**src/rtl/core/bcdh_pkg.sv**
```systemverilog
`timescale 1ns / 1ps
`default_nettype none
// ----------------------------------------------------------------------------
// Button decoder package
// Shared types, register indexes, event codes and reset values for the
// button click, double click and hold decoder.
// ----------------------------------------------------------------------------
package bcdh_pkg;

  // Default width of the wrapped time arithmetic.
  localparam int TIME_BITS_DEF = 32;

  // Configuration register indexes.
  localparam int CFG_IDX_BITS = 3;
  localparam int CFG_DATA_BITS = 12;
  typedef enum logic [CFG_IDX_BITS-1:0] {
    CFG_DEBOUNCE     = 3'd0,
    CFG_HOLD_MS      = 3'd1,
    CFG_DOUBLE_WIN   = 3'd2,
    CFG_RAMP_STEP    = 3'd3,
    CFG_BRIGHT_FLOOR = 3'd4,
    CFG_FX_COUNT     = 3'd5,
    CFG_SPEED_COUNT  = 3'd6
  } cfg_idx_t;

  // Event codes reported with each result.
  typedef enum logic [1:0] {
    EVT_NONE   = 2'd0,
    EVT_EFFECT = 2'd1,
    EVT_SPEED  = 2'd2,
    EVT_HOLD   = 2'd3
  } event_t;

  // Register reset values.
  localparam logic [7:0]  DEBOUNCE_RST     = 8'd20;
  localparam logic [11:0] HOLD_MS_RST      = 12'd400;
  localparam logic [11:0] DOUBLE_WIN_RST   = 12'd300;
  localparam logic [9:0]  RAMP_STEP_RST    = 10'd38;
  localparam logic [7:0]  BRIGHT_FLOOR_RST = 8'd8;
  localparam logic [2:0]  FX_COUNT_RST     = 3'd3;
  localparam logic [2:0]  SPEED_COUNT_RST  = 3'd3;

  // Brightness in 8.8 fixed point.
  localparam logic [15:0] LEVEL_RST = 16'd32768;
  localparam logic [15:0] LEVEL_MAX = 16'd65280;

  // One input sample.
  typedef struct packed {
    logic [31:0] now_ms;
    logic [6:0]  elapsed_ms;
    logic        button_down;
  } in_item_t;

  // One result.
  typedef struct packed {
    logic [1:0] effect_index;
    logic [1:0] speed_index;
    logic [7:0] brightness;
    logic       ramp_active;
    logic       ramp_up;
    logic       button_state;
    logic [1:0] event_res;
  } out_item_t;

  // Step a selection index, wrapping to zero at the count.
  function automatic logic [1:0] advance(input logic [1:0] sel, input logic [2:0] count);
    logic [2:0] n;
    n = {1'b0, sel} + 3'd1;
    if (n >= count) begin
      advance = 2'd0;
    end else begin
      advance = n[1:0];
    end
  endfunction

endpackage
`default_nettype wire

```
**src/rtl/core/button_click_double_hold_decoder_core.sv**
```systemverilog
`timescale 1ns / 1ps
`default_nettype none
// ----------------------------------------------------------------------------
// Button click, double click and hold decoder
// Debounces a sampled button, classifies clicks, double clicks and holds,
// and ramps an 8.8 fixed-point brightness while the button is held.
// ----------------------------------------------------------------------------
// The block takes one button sample per clock cycle while in_stall is low
// and produces exactly one result per sample. The whole decision for a
// sample is made in one pass of logic from the state registers and the
// sample into the state registers and the output or skid register. A
// two-entry output buffer (output register plus a skid register) keeps
// input acceptance going while a result waits; in_stall is raised only
// when both entries hold results. The ramp product is a single 10 by 7
// bit multiply. Configuration writes are always ready and take effect on
// the next sample; they are to be made while the block is idle.
module button_click_double_hold_decoder_core
  import bcdh_pkg::*;
#(
  parameter int TIME_BITS = TIME_BITS_DEF
) (
  input  wire                      clk,
  input  wire                      rst,
  input  wire                      in_valid,
  output logic                     in_stall,
  input  wire  in_item_t           in_data,
  output logic                     out_valid,
  input  wire                      out_stall,
  output out_item_t                out_data,
  input  wire                      cfg_valid,
  output logic                     cfg_ready,
  input  wire  [CFG_IDX_BITS-1:0]  cfg_index,
  input  wire  [CFG_DATA_BITS-1:0] cfg_data
);

  typedef logic [TIME_BITS-1:0] time_t;

  // Configuration registers.
  logic [7:0]  debounce_time;
  logic [11:0] hold_ms;
  logic [11:0] double_win;
  logic [9:0]  ramp_step;
  logic [7:0]  bright_floor;
  logic [2:0]  fx_count;
  logic [2:0]  speed_count;

  // Decoder state.
  logic       raw_last, stable_level, holding, click_waiting, double_seen, going_up;
  time_t      change_time, press_time, click_time;
  logic [15:0] level_fixed;
  logic [1:0] effect_sel, speed_sel;

  logic       raw_last_next, stable_level_next, holding_next, click_waiting_next;
  logic       double_seen_next, going_up_next;
  time_t      change_time_next, press_time_next, click_time_next;
  logic [15:0] level_fixed_next;
  logic [1:0] effect_sel_next, speed_sel_next;
  event_t     evt;

  // Output buffer.
  out_item_t  skid_data;
  logic       skid_valid;
  out_item_t  result;

  logic  accept, out_take;
  time_t now;

  assign cfg_ready = 1'b1;
  assign in_stall  = skid_valid;
  assign accept    = in_valid && !in_stall;
  assign out_take  = out_valid && !out_stall;
  assign now       = in_data.now_ms[TIME_BITS-1:0];

  // Configuration write transactions.
  always_ff @(posedge clk) begin
    if (rst) begin
      debounce_time <= DEBOUNCE_RST;
      hold_ms       <= HOLD_MS_RST;
      double_win    <= DOUBLE_WIN_RST;
      ramp_step     <= RAMP_STEP_RST;
      bright_floor  <= BRIGHT_FLOOR_RST;
      fx_count      <= FX_COUNT_RST;
      speed_count   <= SPEED_COUNT_RST;
    end else if (cfg_valid && cfg_ready) begin
      case (cfg_idx_t'(cfg_index))
        CFG_DEBOUNCE:     debounce_time <= cfg_data[7:0];
        CFG_HOLD_MS:      hold_ms       <= cfg_data[11:0];
        CFG_DOUBLE_WIN:   double_win    <= cfg_data[11:0];
        CFG_RAMP_STEP:    ramp_step     <= cfg_data[9:0];
        CFG_BRIGHT_FLOOR: bright_floor  <= cfg_data[7:0];
        CFG_FX_COUNT:     fx_count      <= cfg_data[2:0];
        CFG_SPEED_COUNT:  speed_count   <= cfg_data[2:0];
        default: ;
      endcase
    end
  end

  // Per-sample decode: debounce, click classification, hold and ramp.
  always_comb begin
    time_t             deb_age, click_age, press_age;
    logic              deb_fire;
    logic [16:0]       delta;
    logic signed [18:0] lv, fl;

    raw_last_next      = raw_last;
    stable_level_next  = stable_level;
    holding_next       = holding;
    click_waiting_next = click_waiting;
    double_seen_next   = double_seen;
    going_up_next      = going_up;
    change_time_next   = change_time;
    press_time_next    = press_time;
    click_time_next    = click_time;
    level_fixed_next   = level_fixed;
    effect_sel_next    = effect_sel;
    speed_sel_next     = speed_sel;
    evt                = EVT_NONE;

    // Track the time of the last raw level change.
    if (in_data.button_down != raw_last) begin
      change_time_next = now;
      raw_last_next    = in_data.button_down;
    end

    deb_age  = now - change_time_next;
    deb_fire = (deb_age >= time_t'(debounce_time)) && (in_data.button_down != stable_level);

    // Debounced edges.
    click_age = now - click_time;
    press_age = now - press_time;
    if (deb_fire) begin
      stable_level_next = in_data.button_down;
      if (in_data.button_down) begin
        press_time_next = now;
        if (click_waiting && (click_age <= time_t'(double_win))) begin
          click_waiting_next = 1'b0;
          double_seen_next   = 1'b1;
          speed_sel_next     = advance(speed_sel, speed_count);
          evt                = EVT_SPEED;
        end else begin
          double_seen_next = 1'b0;
        end
      end else begin
        if (holding) begin
          holding_next  = 1'b0;
          going_up_next = !going_up;
        end else if (!double_seen && (press_age < time_t'(hold_ms))) begin
          click_waiting_next = 1'b1;
          click_time_next    = now;
        end
      end
    end

    // Hold detection uses the press time as updated above.
    press_age = now - press_time_next;
    if (stable_level_next && !holding_next && !double_seen_next &&
        (press_age >= time_t'(hold_ms))) begin
      holding_next       = 1'b1;
      click_waiting_next = 1'b0;
      evt                = EVT_HOLD;
    end

    // Brightness ramp, saturated to the ceiling and then to the floor.
    delta = {7'd0, ramp_step} * {10'd0, in_data.elapsed_ms};
    fl    = $signed({3'b000, bright_floor, 8'h00});
    if (going_up_next) begin
      lv = $signed({3'b000, level_fixed}) + $signed({2'b00, delta});
    end else begin
      lv = $signed({3'b000, level_fixed}) - $signed({2'b00, delta});
    end
    if (lv > $signed({3'b000, LEVEL_MAX})) begin
      lv = $signed({3'b000, LEVEL_MAX});
    end
    if (lv < fl) begin
      lv = fl;
    end
    if (holding_next) begin
      level_fixed_next = lv[15:0];
    end

    // Pending single click expires into an effect step.
    click_age = now - click_time_next;
    if (click_waiting_next && (click_age > time_t'(double_win))) begin
      click_waiting_next = 1'b0;
      effect_sel_next    = advance(effect_sel, fx_count);
      evt                = EVT_EFFECT;
    end

    result.effect_index = effect_sel_next;
    result.speed_index  = speed_sel_next;
    result.brightness   = level_fixed_next[15:8];
    result.ramp_active  = holding_next;
    result.ramp_up      = going_up_next;
    result.button_state = stable_level_next;
    result.event_res    = evt;
  end

  // State update on each input transaction.
  always_ff @(posedge clk) begin
    if (rst) begin
      raw_last      <= 1'b0;
      stable_level  <= 1'b0;
      holding       <= 1'b0;
      click_waiting <= 1'b0;
      double_seen   <= 1'b0;
      going_up      <= 1'b1;
      change_time   <= '0;
      press_time    <= '0;
      click_time    <= '0;
      level_fixed   <= LEVEL_RST;
      effect_sel    <= 2'd0;
      speed_sel     <= 2'd0;
    end else if (accept) begin
      raw_last      <= raw_last_next;
      stable_level  <= stable_level_next;
      holding       <= holding_next;
      click_waiting <= click_waiting_next;
      double_seen   <= double_seen_next;
      going_up      <= going_up_next;
      change_time   <= change_time_next;
      press_time    <= press_time_next;
      click_time    <= click_time_next;
      level_fixed   <= level_fixed_next;
      effect_sel    <= effect_sel_next;
      speed_sel     <= speed_sel_next;
    end
  end

  // Output register with a skid entry behind it.
  always_ff @(posedge clk) begin
    if (rst) begin
      out_valid  <= 1'b0;
      skid_valid <= 1'b0;
    end else if (out_take || !out_valid) begin
      if (skid_valid) begin
        out_valid  <= 1'b1;
        skid_valid <= 1'b0;
      end else begin
        out_valid <= accept;
      end
    end else if (accept) begin
      skid_valid <= 1'b1;
    end
  end

  always_ff @(posedge clk) begin
    if (out_take || !out_valid) begin
      if (skid_valid) begin
        out_data <= skid_data;
      end else if (accept) begin
        out_data <= result;
      end
    end else if (accept) begin
      skid_data <= result;
    end
  end

endmodule
`default_nettype wire

```
**config.mk**
```make
export PLATFORM = sky130hd
export DESIGN_NAME = button_click_double_hold_decoder_core
export DESIGN_NICKNAME = d
export VERILOG_FILES = /design/src/rtl/core/bcdh_pkg.sv /design/src/rtl/core/button_click_double_hold_decoder_core.sv
export SDC_FILE = /design/constraint.sdc
export NUM_CORES = 1
export LEC_CHECK = 0
export ABC_AREA = 1
export ABC_CLOCK_PERIOD_IN_PS = 18850
export BUFFER_PORTS_ARGS = -buffer_cell sky130_fd_sc_hd__buf_4
export CORE_ASPECT_RATIO = 1.25
export CORE_MARGIN = 5
export CORE_UTILIZATION = 60
export DETAILED_ROUTE_END_ITERATION = 10
export PLACE_DENSITY = 0.77
export SLEW_MARGIN = 25
export SYNTH_ARGS = -nofsm -noshare
export SYNTH_HDL_FRONTEND = slang
export SYNTH_SLANG_ARGS = --single-unit
export TNS_END_PERCENT = 50
```
**constraint.sdc**
```tcl
create_clock -name clk -period 18.85 [get_ports clk]
set_input_delay 0.9425 -clock clk [delete_from_list [all_inputs] [get_ports clk]]
set_output_delay 0.9425 -clock clk [all_outputs]
set_load 0.02 [all_outputs]
```
### After elaboration in Yosys (flattened, before gate mapping)

Cells that the tools add are included.

| storage, ports and cells | value |
|---|---|
| output and inout bits | 20 |
| bits in latches | 0 |
| memory bits (read-only) | 0 |
| bits in writable memories | 0 |
| register bits | 214 |
| logic and storage cells | 137 |
| input bits | 60 |
| memories kept | 0 |

| operators by class | value |
|---|---|
| magnitude comparators | 9 |
| div/mod/pow operators | 0 |
| reductions and logical operators | 31 |
| shift-type cells | 0 |
| equality and inequality tests | 8 |
| $mul | 1 |
| add/sub/neg operators | 9 |
| bitwise operators | 1 |
| muxes and demuxes | 42 |

Operators by type and width:

| kind | count |
|---|---|
| 2-to-1 mux 32 bit | 7 |
| subtractor 32 bit | 5 |
| 2-to-1 mux 19 bit | 2 |
| 2-to-1 mux 17 bit | 2 |
| >= comparator 32 x 12 -> 1 bit | 1 |
| >= comparator 32 x 8 -> 1 bit | 1 |
| > comparator 32 x 12 -> 1 bit | 1 |
| less-or-equal comparator 32 x 12 -> 1 bit | 1 |
| < comparator 32 x 12 -> 1 bit | 1 |
| 2-to-1 mux 16 bit | 2 |
| 2-to-1 mux 2 bit | 11 |
| AND reduction 2 bit | 11 |
| > comparator 19 x 17 -> 1 bit (second input constant) | 1 |
| < comparator 19 x 17 -> 1 bit | 1 |
| adder 16 x 17 -> 18 bit | 1 |
| 2-to-1 mux 1 bit | 18 |
| subtractor 16 x 17 -> 18 bit | 1 |
| multiplier 10 x 7 -> 17 bit | 1 |
| == test 3 bit (second input constant) | 3 |
| logical AND 1 bit | 9 |
| logical NOT 1 bit | 7 |
| adder 2 x 1 -> 3 bit (second input constant) | 2 |
| == test 3 x 2 -> 1 bit (second input constant) | 2 |
| >= comparator 3 bit | 2 |
| 7 further kinds | 8 |

### Depth between registers and ports, before layout

| logic depth | value |
|---|---|
| depth in word-level cells | 15 |
| gate-level depth with buffers | 66 |
| gate-level depth less buffers | 63 |

### Worst setup path after synthesis

OpenSTA, ideal clock, no wires.

| timing path | value |
|---|---|
| kind | input -> register |
| from | input port in_data[0] (netlist name) |
| to | register out_data[15] (netlist name) (data pin) |
| arrival time | 8349 ps |
| stages | 56 |
| data required time | 18587 ps |
| setup time | 263 ps |
| buffers on the path | 4 |
| setup slack | 10238 ps |
| cell sequence | inv_2 -> nand2_2 -> nand2_4 -> buf_6 -> clkbuf_1 -> mux2i_1 -> ha_1 -> a21oi_1 -> o21ai_4 -> xnor2_1 -> ha_1 -> a21oi_1 -> nand2_1 -> nand2_1 -> nand2_1 -> nand2_1 -> nand2_1 -> nand2_1 -> [20 not listed] -> a21boi_0 -> o21ai_0 -> a21boi_0 -> o21ai_0 -> a21oi_1 -> o21bai_1 -> nand2_1 -> nand2_1 -> xnor2_1 -> nand3_1 -> nor2_1 -> nand3_1 -> nor2_1 -> nand2_1 -> nand2_2 -> inv_1 -> nand2_1 -> a31oi_1 |

| between the ends | value |
|---|---|
| word-level cells in the longest chain between the ends | 15 |
| elaborated cells on any way between the ends | 31 |
| those cells by class | add/sub (3); order compare (3); eq/ne (2); mux (16); reduce/logical (7) |

RTL lines:

| element | line | RTL |
|---|---|---|
| from (decl) | button_click_double_hold_decoder_core.sv:26 | `input wire in_item_t in_data,` |
| parallel branches: the longest is 11 deep, another holds subtractor 32 bit | -- |  |
| logical AND 1 bit * | button_click_double_hold_decoder_core.sv:183 | `if (click_waiting_next && (click_age > time_t'(double_win))) begin` |
| 2-to-1 mux 2 bit * | button_click_double_hold_decoder_core.sv:183 |  |
| 2-to-1 mux 17 bit * | button_click_double_hold_decoder_core.sv:250 | `end else if (accept) begin` |
| 2-to-1 mux 17 bit * | button_click_double_hold_decoder_core.sv:248 | `if (skid_valid) begin` |
| to (signal assigned) | button_click_double_hold_decoder_core.sv:249 | `out_data <= skid_data;` |
| to (signal assigned) | button_click_double_hold_decoder_core.sv:251 | `out_data <= result;` |
| to (decl) | button_click_double_hold_decoder_core.sv:29 | `output out_item_t out_data,` |

Every way passes the cells marked *. The select of a mux whose other input is x is not followed.
A chain may end at the register's enable or synchronous reset.

### Worst setup path after layout

| timing path | value |
|---|---|
| from | input port in_data[0] (netlist name) |
| to | register effect_sel[0] |

| between the ends | value |
|---|---|
| elaborated cells on any way between the ends | 29 |
| those cells by class | add/sub (3); order compare (3); eq/ne (2); mux (14); reduce/logical (7) |

RTL lines:

| element | line | RTL |
|---|---|---|
| != test 1 bit | button_click_double_hold_decoder_core.sv:120 | `if (in_data.button_down != raw_last) begin` |
| 2-to-1 mux 32 bit | button_click_double_hold_decoder_core.sv:120 |  |
| subtractor 32 bit | button_click_double_hold_decoder_core.sv:125 | `deb_age = now - change_time_next;` |
| >= comparator 32 x 8 -> 1 bit | button_click_double_hold_decoder_core.sv:126 | `deb_fire = (deb_age >= time_t'(debounce_time)) && (in_data.button_down != stable_level);` |
| logical AND 1 bit | button_click_double_hold_decoder_core.sv:126 |  |
| 2-to-1 mux 32 bit * | button_click_double_hold_decoder_core.sv:131 | `if (deb_fire) begin` |
| named net click_time_next[0] | button_click_double_hold_decoder_core.sv:55 | `time_t change_time_next, press_time_next, click_time_next;` |
| subtractor 32 bit * | button_click_double_hold_decoder_core.sv:182 | `click_age = now - click_time_next;` |
| > comparator 32 x 12 -> 1 bit * | button_click_double_hold_decoder_core.sv:183 |  |
| logical AND 1 bit * | button_click_double_hold_decoder_core.sv:183 |  |
| 2-to-1 mux 2 bit * | button_click_double_hold_decoder_core.sv:183 |  |
| named net effect_sel_next[0] | button_click_double_hold_decoder_core.sv:57 | `logic [1:0] effect_sel_next, speed_sel_next;` |
| to (signal assigned) | button_click_double_hold_decoder_core.sv:224 | `effect_sel <= effect_sel_next;` |
| to (decl) | button_click_double_hold_decoder_core.sv:51 | `logic [1:0] effect_sel, speed_sel;` |

Mark *: on every way through the listed nets, which the timed path passes. The rest lies on a longest branch.

==> run summary <==
Status: finished, final reports clean
RR Endpoint: effect_sel[0]
Die Width: 185 um
Worst r2r path cells: 54
I/O Buffers: 78
Worst setup path category: input pin to register
Latest clock arrival within the worst-skew pair: 0.56 ns
Most frequent cell after synthesis: nand2_1
CTS buffer count: 24
Slew HR: 0.381
CP max stage cell: o21ai_0
Final setup viols: 0
CTS root buf: clkbuf_16
Core Area: 0.0380 mm^2
Drt pass-1 iters: 5
CTS tree: done
Slew @ Worst Pin: 0.929 ns
Avg WL per Cell: 17.6 um
Leakage: 0.0122 uW
Max Clock Freq: 103 MHz
CTS Hold Buffers Added: 0
Fill cells: 3524
Clock-pin slew on the worst setup and hold paths: 0.06 ns
Min Tclk post-route: 9.67 ns
Fin Clk Skew: 0.0281 ns
Share of cells above drive strength 1: 0.0591
YS warnings: 0
Post-CTS setup buffer count: 0
Drt drc: 0
Worst R2R Start: raw_last
Largest net degree at the start of global routing: 81
Worst Setup EP: effect_sel[0]
Non-filler cells, final: 3928
Final hold vios: 0
Ant diodes: 0
Crit path top cell by count: nand2_1
CP Capture Type: register
Synth-to-Final Area Change: 7.77%
Cell row count: 80
EDFF count, synth: 34
Syn Inst Count: 3402
Slowest stage delay, CP: 0.49 ns
Die Ht: 229 um
H-tree depth: 1
CTS resizes: 0
Gp weighted congestion: 0.957
Min-delay worst type: register to register
Crit-path max FO: 56
Gr usage total: 0.317
Post-synth ARST share: 0
Starting DRT DRC Count: 1533
Flop2flop setup slack: 9.41 ns
Remaining global-route overflow: 0
Nets@finish: 3818
Die area: 0.0423 mm^2
Power Density: 86.8 mW/mm^2
Top_reg_cell synth: dfxtp_1
DR vias: 23000
Synth top cells by count: 724 x nand2_1, 483 x inv_1, 329 x a21oi_1, 293 x ha_1, 260 x nor2_1
Synthesized Nets: 3801
Sequential area share after synthesis: 0.201
First-pass GRT wire length: 111000 um
MaxCap Viol Count: 0
Worst setup SP type: input pin
Clock tree buffer depth: 3
Vias in the first global route: 22000
Initial antenna violation count: 1
Critical Path RT: 19.30 ns
Final wirelength: 69000 um
Placed insts: 3885
CTS Sinks: 214
Tcrit/Tclk final: 0.513
DR vias/cell: 5.85
Worst Path Arrival: 10.12 ns
Yosys reg bits: 214
Post-detailed-route count of antenna-violating nets: 0
Initial Utilization: 0.604
Final core utilization: 0.651
Io pins: 80
Post-DP HPWL: 54500 um
Fin. max-slew vios: 0
Post-route setup TNS: 0 ns
Share of the synthesized area in the top cell type: 0.160
Largest area contributor in the netlist: ha_1
Mean Syn Cell Area: 6.75 um^2
Max IR drop VDD: 0.0615 mV
Synth Cell Area: 0.0230 mm^2
Critical path launch point: in_data[0]
Largest cells by area after synthesis: ha_1 16%, dfxtp_1 16%, nand2_1 12%, inv_1 7.9%, a21oi_1 7.2%
Unrepaired setup endpoints after global routing: false
Distinct cells, synth: 59
-- state kept, by name (all words and copies together), names as in the netlist, 3 cells and up --
name           count
hold_ms           12
speed_count        3
change_time       32
bright_floor       8
level_fixed       16
double_win        12
click_time        32
ramp_step         10
debounce_time      8
press_time        32
fx_count           3
skid_data         17
out_data          17
-- area by class of cell --
| type | instances | area (um^2) | share of cell area |
|---|---|---|---|
| repair buffers | 89 | 668 | 0.0270 |
| multi-input cells | 2597 | 16100 | 0.651 |
| flip-flops and latches | 214 | 4620 | 0.187 |
| well taps | 492 | 616 | 0.0249 |
| clock buffers | 31 | 668 | 0.0270 |
| clock inverters | 12 | 210 | 0.00849 |
| inverters | 493 | 1850 | 0.0747 |
-- report_power, final --
group          internal, uW  total, uW  leakage (uW)  switching [uW]
Sequential              503        525       0.00179            22.0
Clock                   320        527      0.000425             207
Combinational           392       1100        0.0100             706
Total                  1210       2150        0.0122             934
-- layout by cell type, fill, tap and decap left out, drive strengths merged, types with 11 or more instances in the layout --
master | netlist | final
buf | 19 | 89
nor3 | 75 | 75
nor4 | 11 | 11
edfxtp | 34 | 34
clkbuf | 79 | 31
xnor2 | 44 | 44
xor2 | 99 | 99
ha | 293 | 293
o211ai | 51 | 51
nor2 | 264 | 264
o21bai | 18 | 18
nand2 | 759 | 759
nand3 | 129 | 129
inv | 490 | 490
a211oi | 31 | 31
a31oi | 18 | 18
mux2i | 26 | 26
nand4 | 52 | 52
a21o | 12 | 12
a21boi | 13 | 13
dfxtp | 180 | 180
o21ai | 259 | 259
a21oi | 329 | 329
nand3b | 14 | 14
fa | 46 | 46
-- cell families (layout without fill, tap and decap cells) --
family	count (synthesis)	after routing	synth area share
multiplexers	27	27	0.0118
AO/OA/AOI/OAI	764	764	0.186
AND/OR/NAND/NOR	1323	1323	0.249
XOR/XNOR	143	143	0.0545
buffers and inverters	591	625	0.0978
other	1	1	0.000163
flip-flops	214	214	0.201
adder cells (fa/ha/maj)	339	339	0.200
-- per-layer routing --
metal	track usage	wire length (um)	vias up	share of wire
met5	0	0	-	0
met3	0.0350	4580	191	0.066
li1	-	-	11400	-
met2	0.539	32500	779	0.47
met4	0.129	3000	0	0.043
met1	0.408	29000	10600	0.42
-- worst max-delay path, delay by kind of cell --
family	cells	cell delay, ns
AO/OA/AOI/OAI	14	3.20
AND/OR/NAND/NOR	29	3.13
buffers and inverters	6	0.91
multiplexers	2	0.82
adder cells (fa/ha/maj)	3	0.76
XOR/XNOR	2	0.26
-- through the flow --
step | total power [uW] | area [um^2] | hold slack, ns | worst slack [ns]
after floorplan | 1340 | 23000 | 0.435 | 10.24
after global placement | 1580 | 23900 | 0.447 | 9.12
after detailed placement | 1610 | 23900 | 0.461 | 8.77
after CTS | 2140 | 24800 | 0.472 | 9.33
after global routing | 2310 | 24800 | 0.485 | 8.32
final | 2150 | 24800 | 0.467 | 9.18
-- worst min path at each step --
stage / from / endpoint / slack, ns / cells after the start
after global placement: press_time[31] / press_time[31] / 0.45 / 2
final: fx_count[2] / fx_count[2] / 0.47 / 2
after global routing: press_time[31] / press_time[31] / 0.49 / 2
after floorplan: debounce_time[1] / debounce_time[1] / 0.44 / 2
after CTS: press_time[31] / press_time[31] / 0.47 / 2
after detailed placement: speed_count[2] / speed_count[2] / 0.46 / 2
No activity file was read; power rests on OpenSTA's default activity.
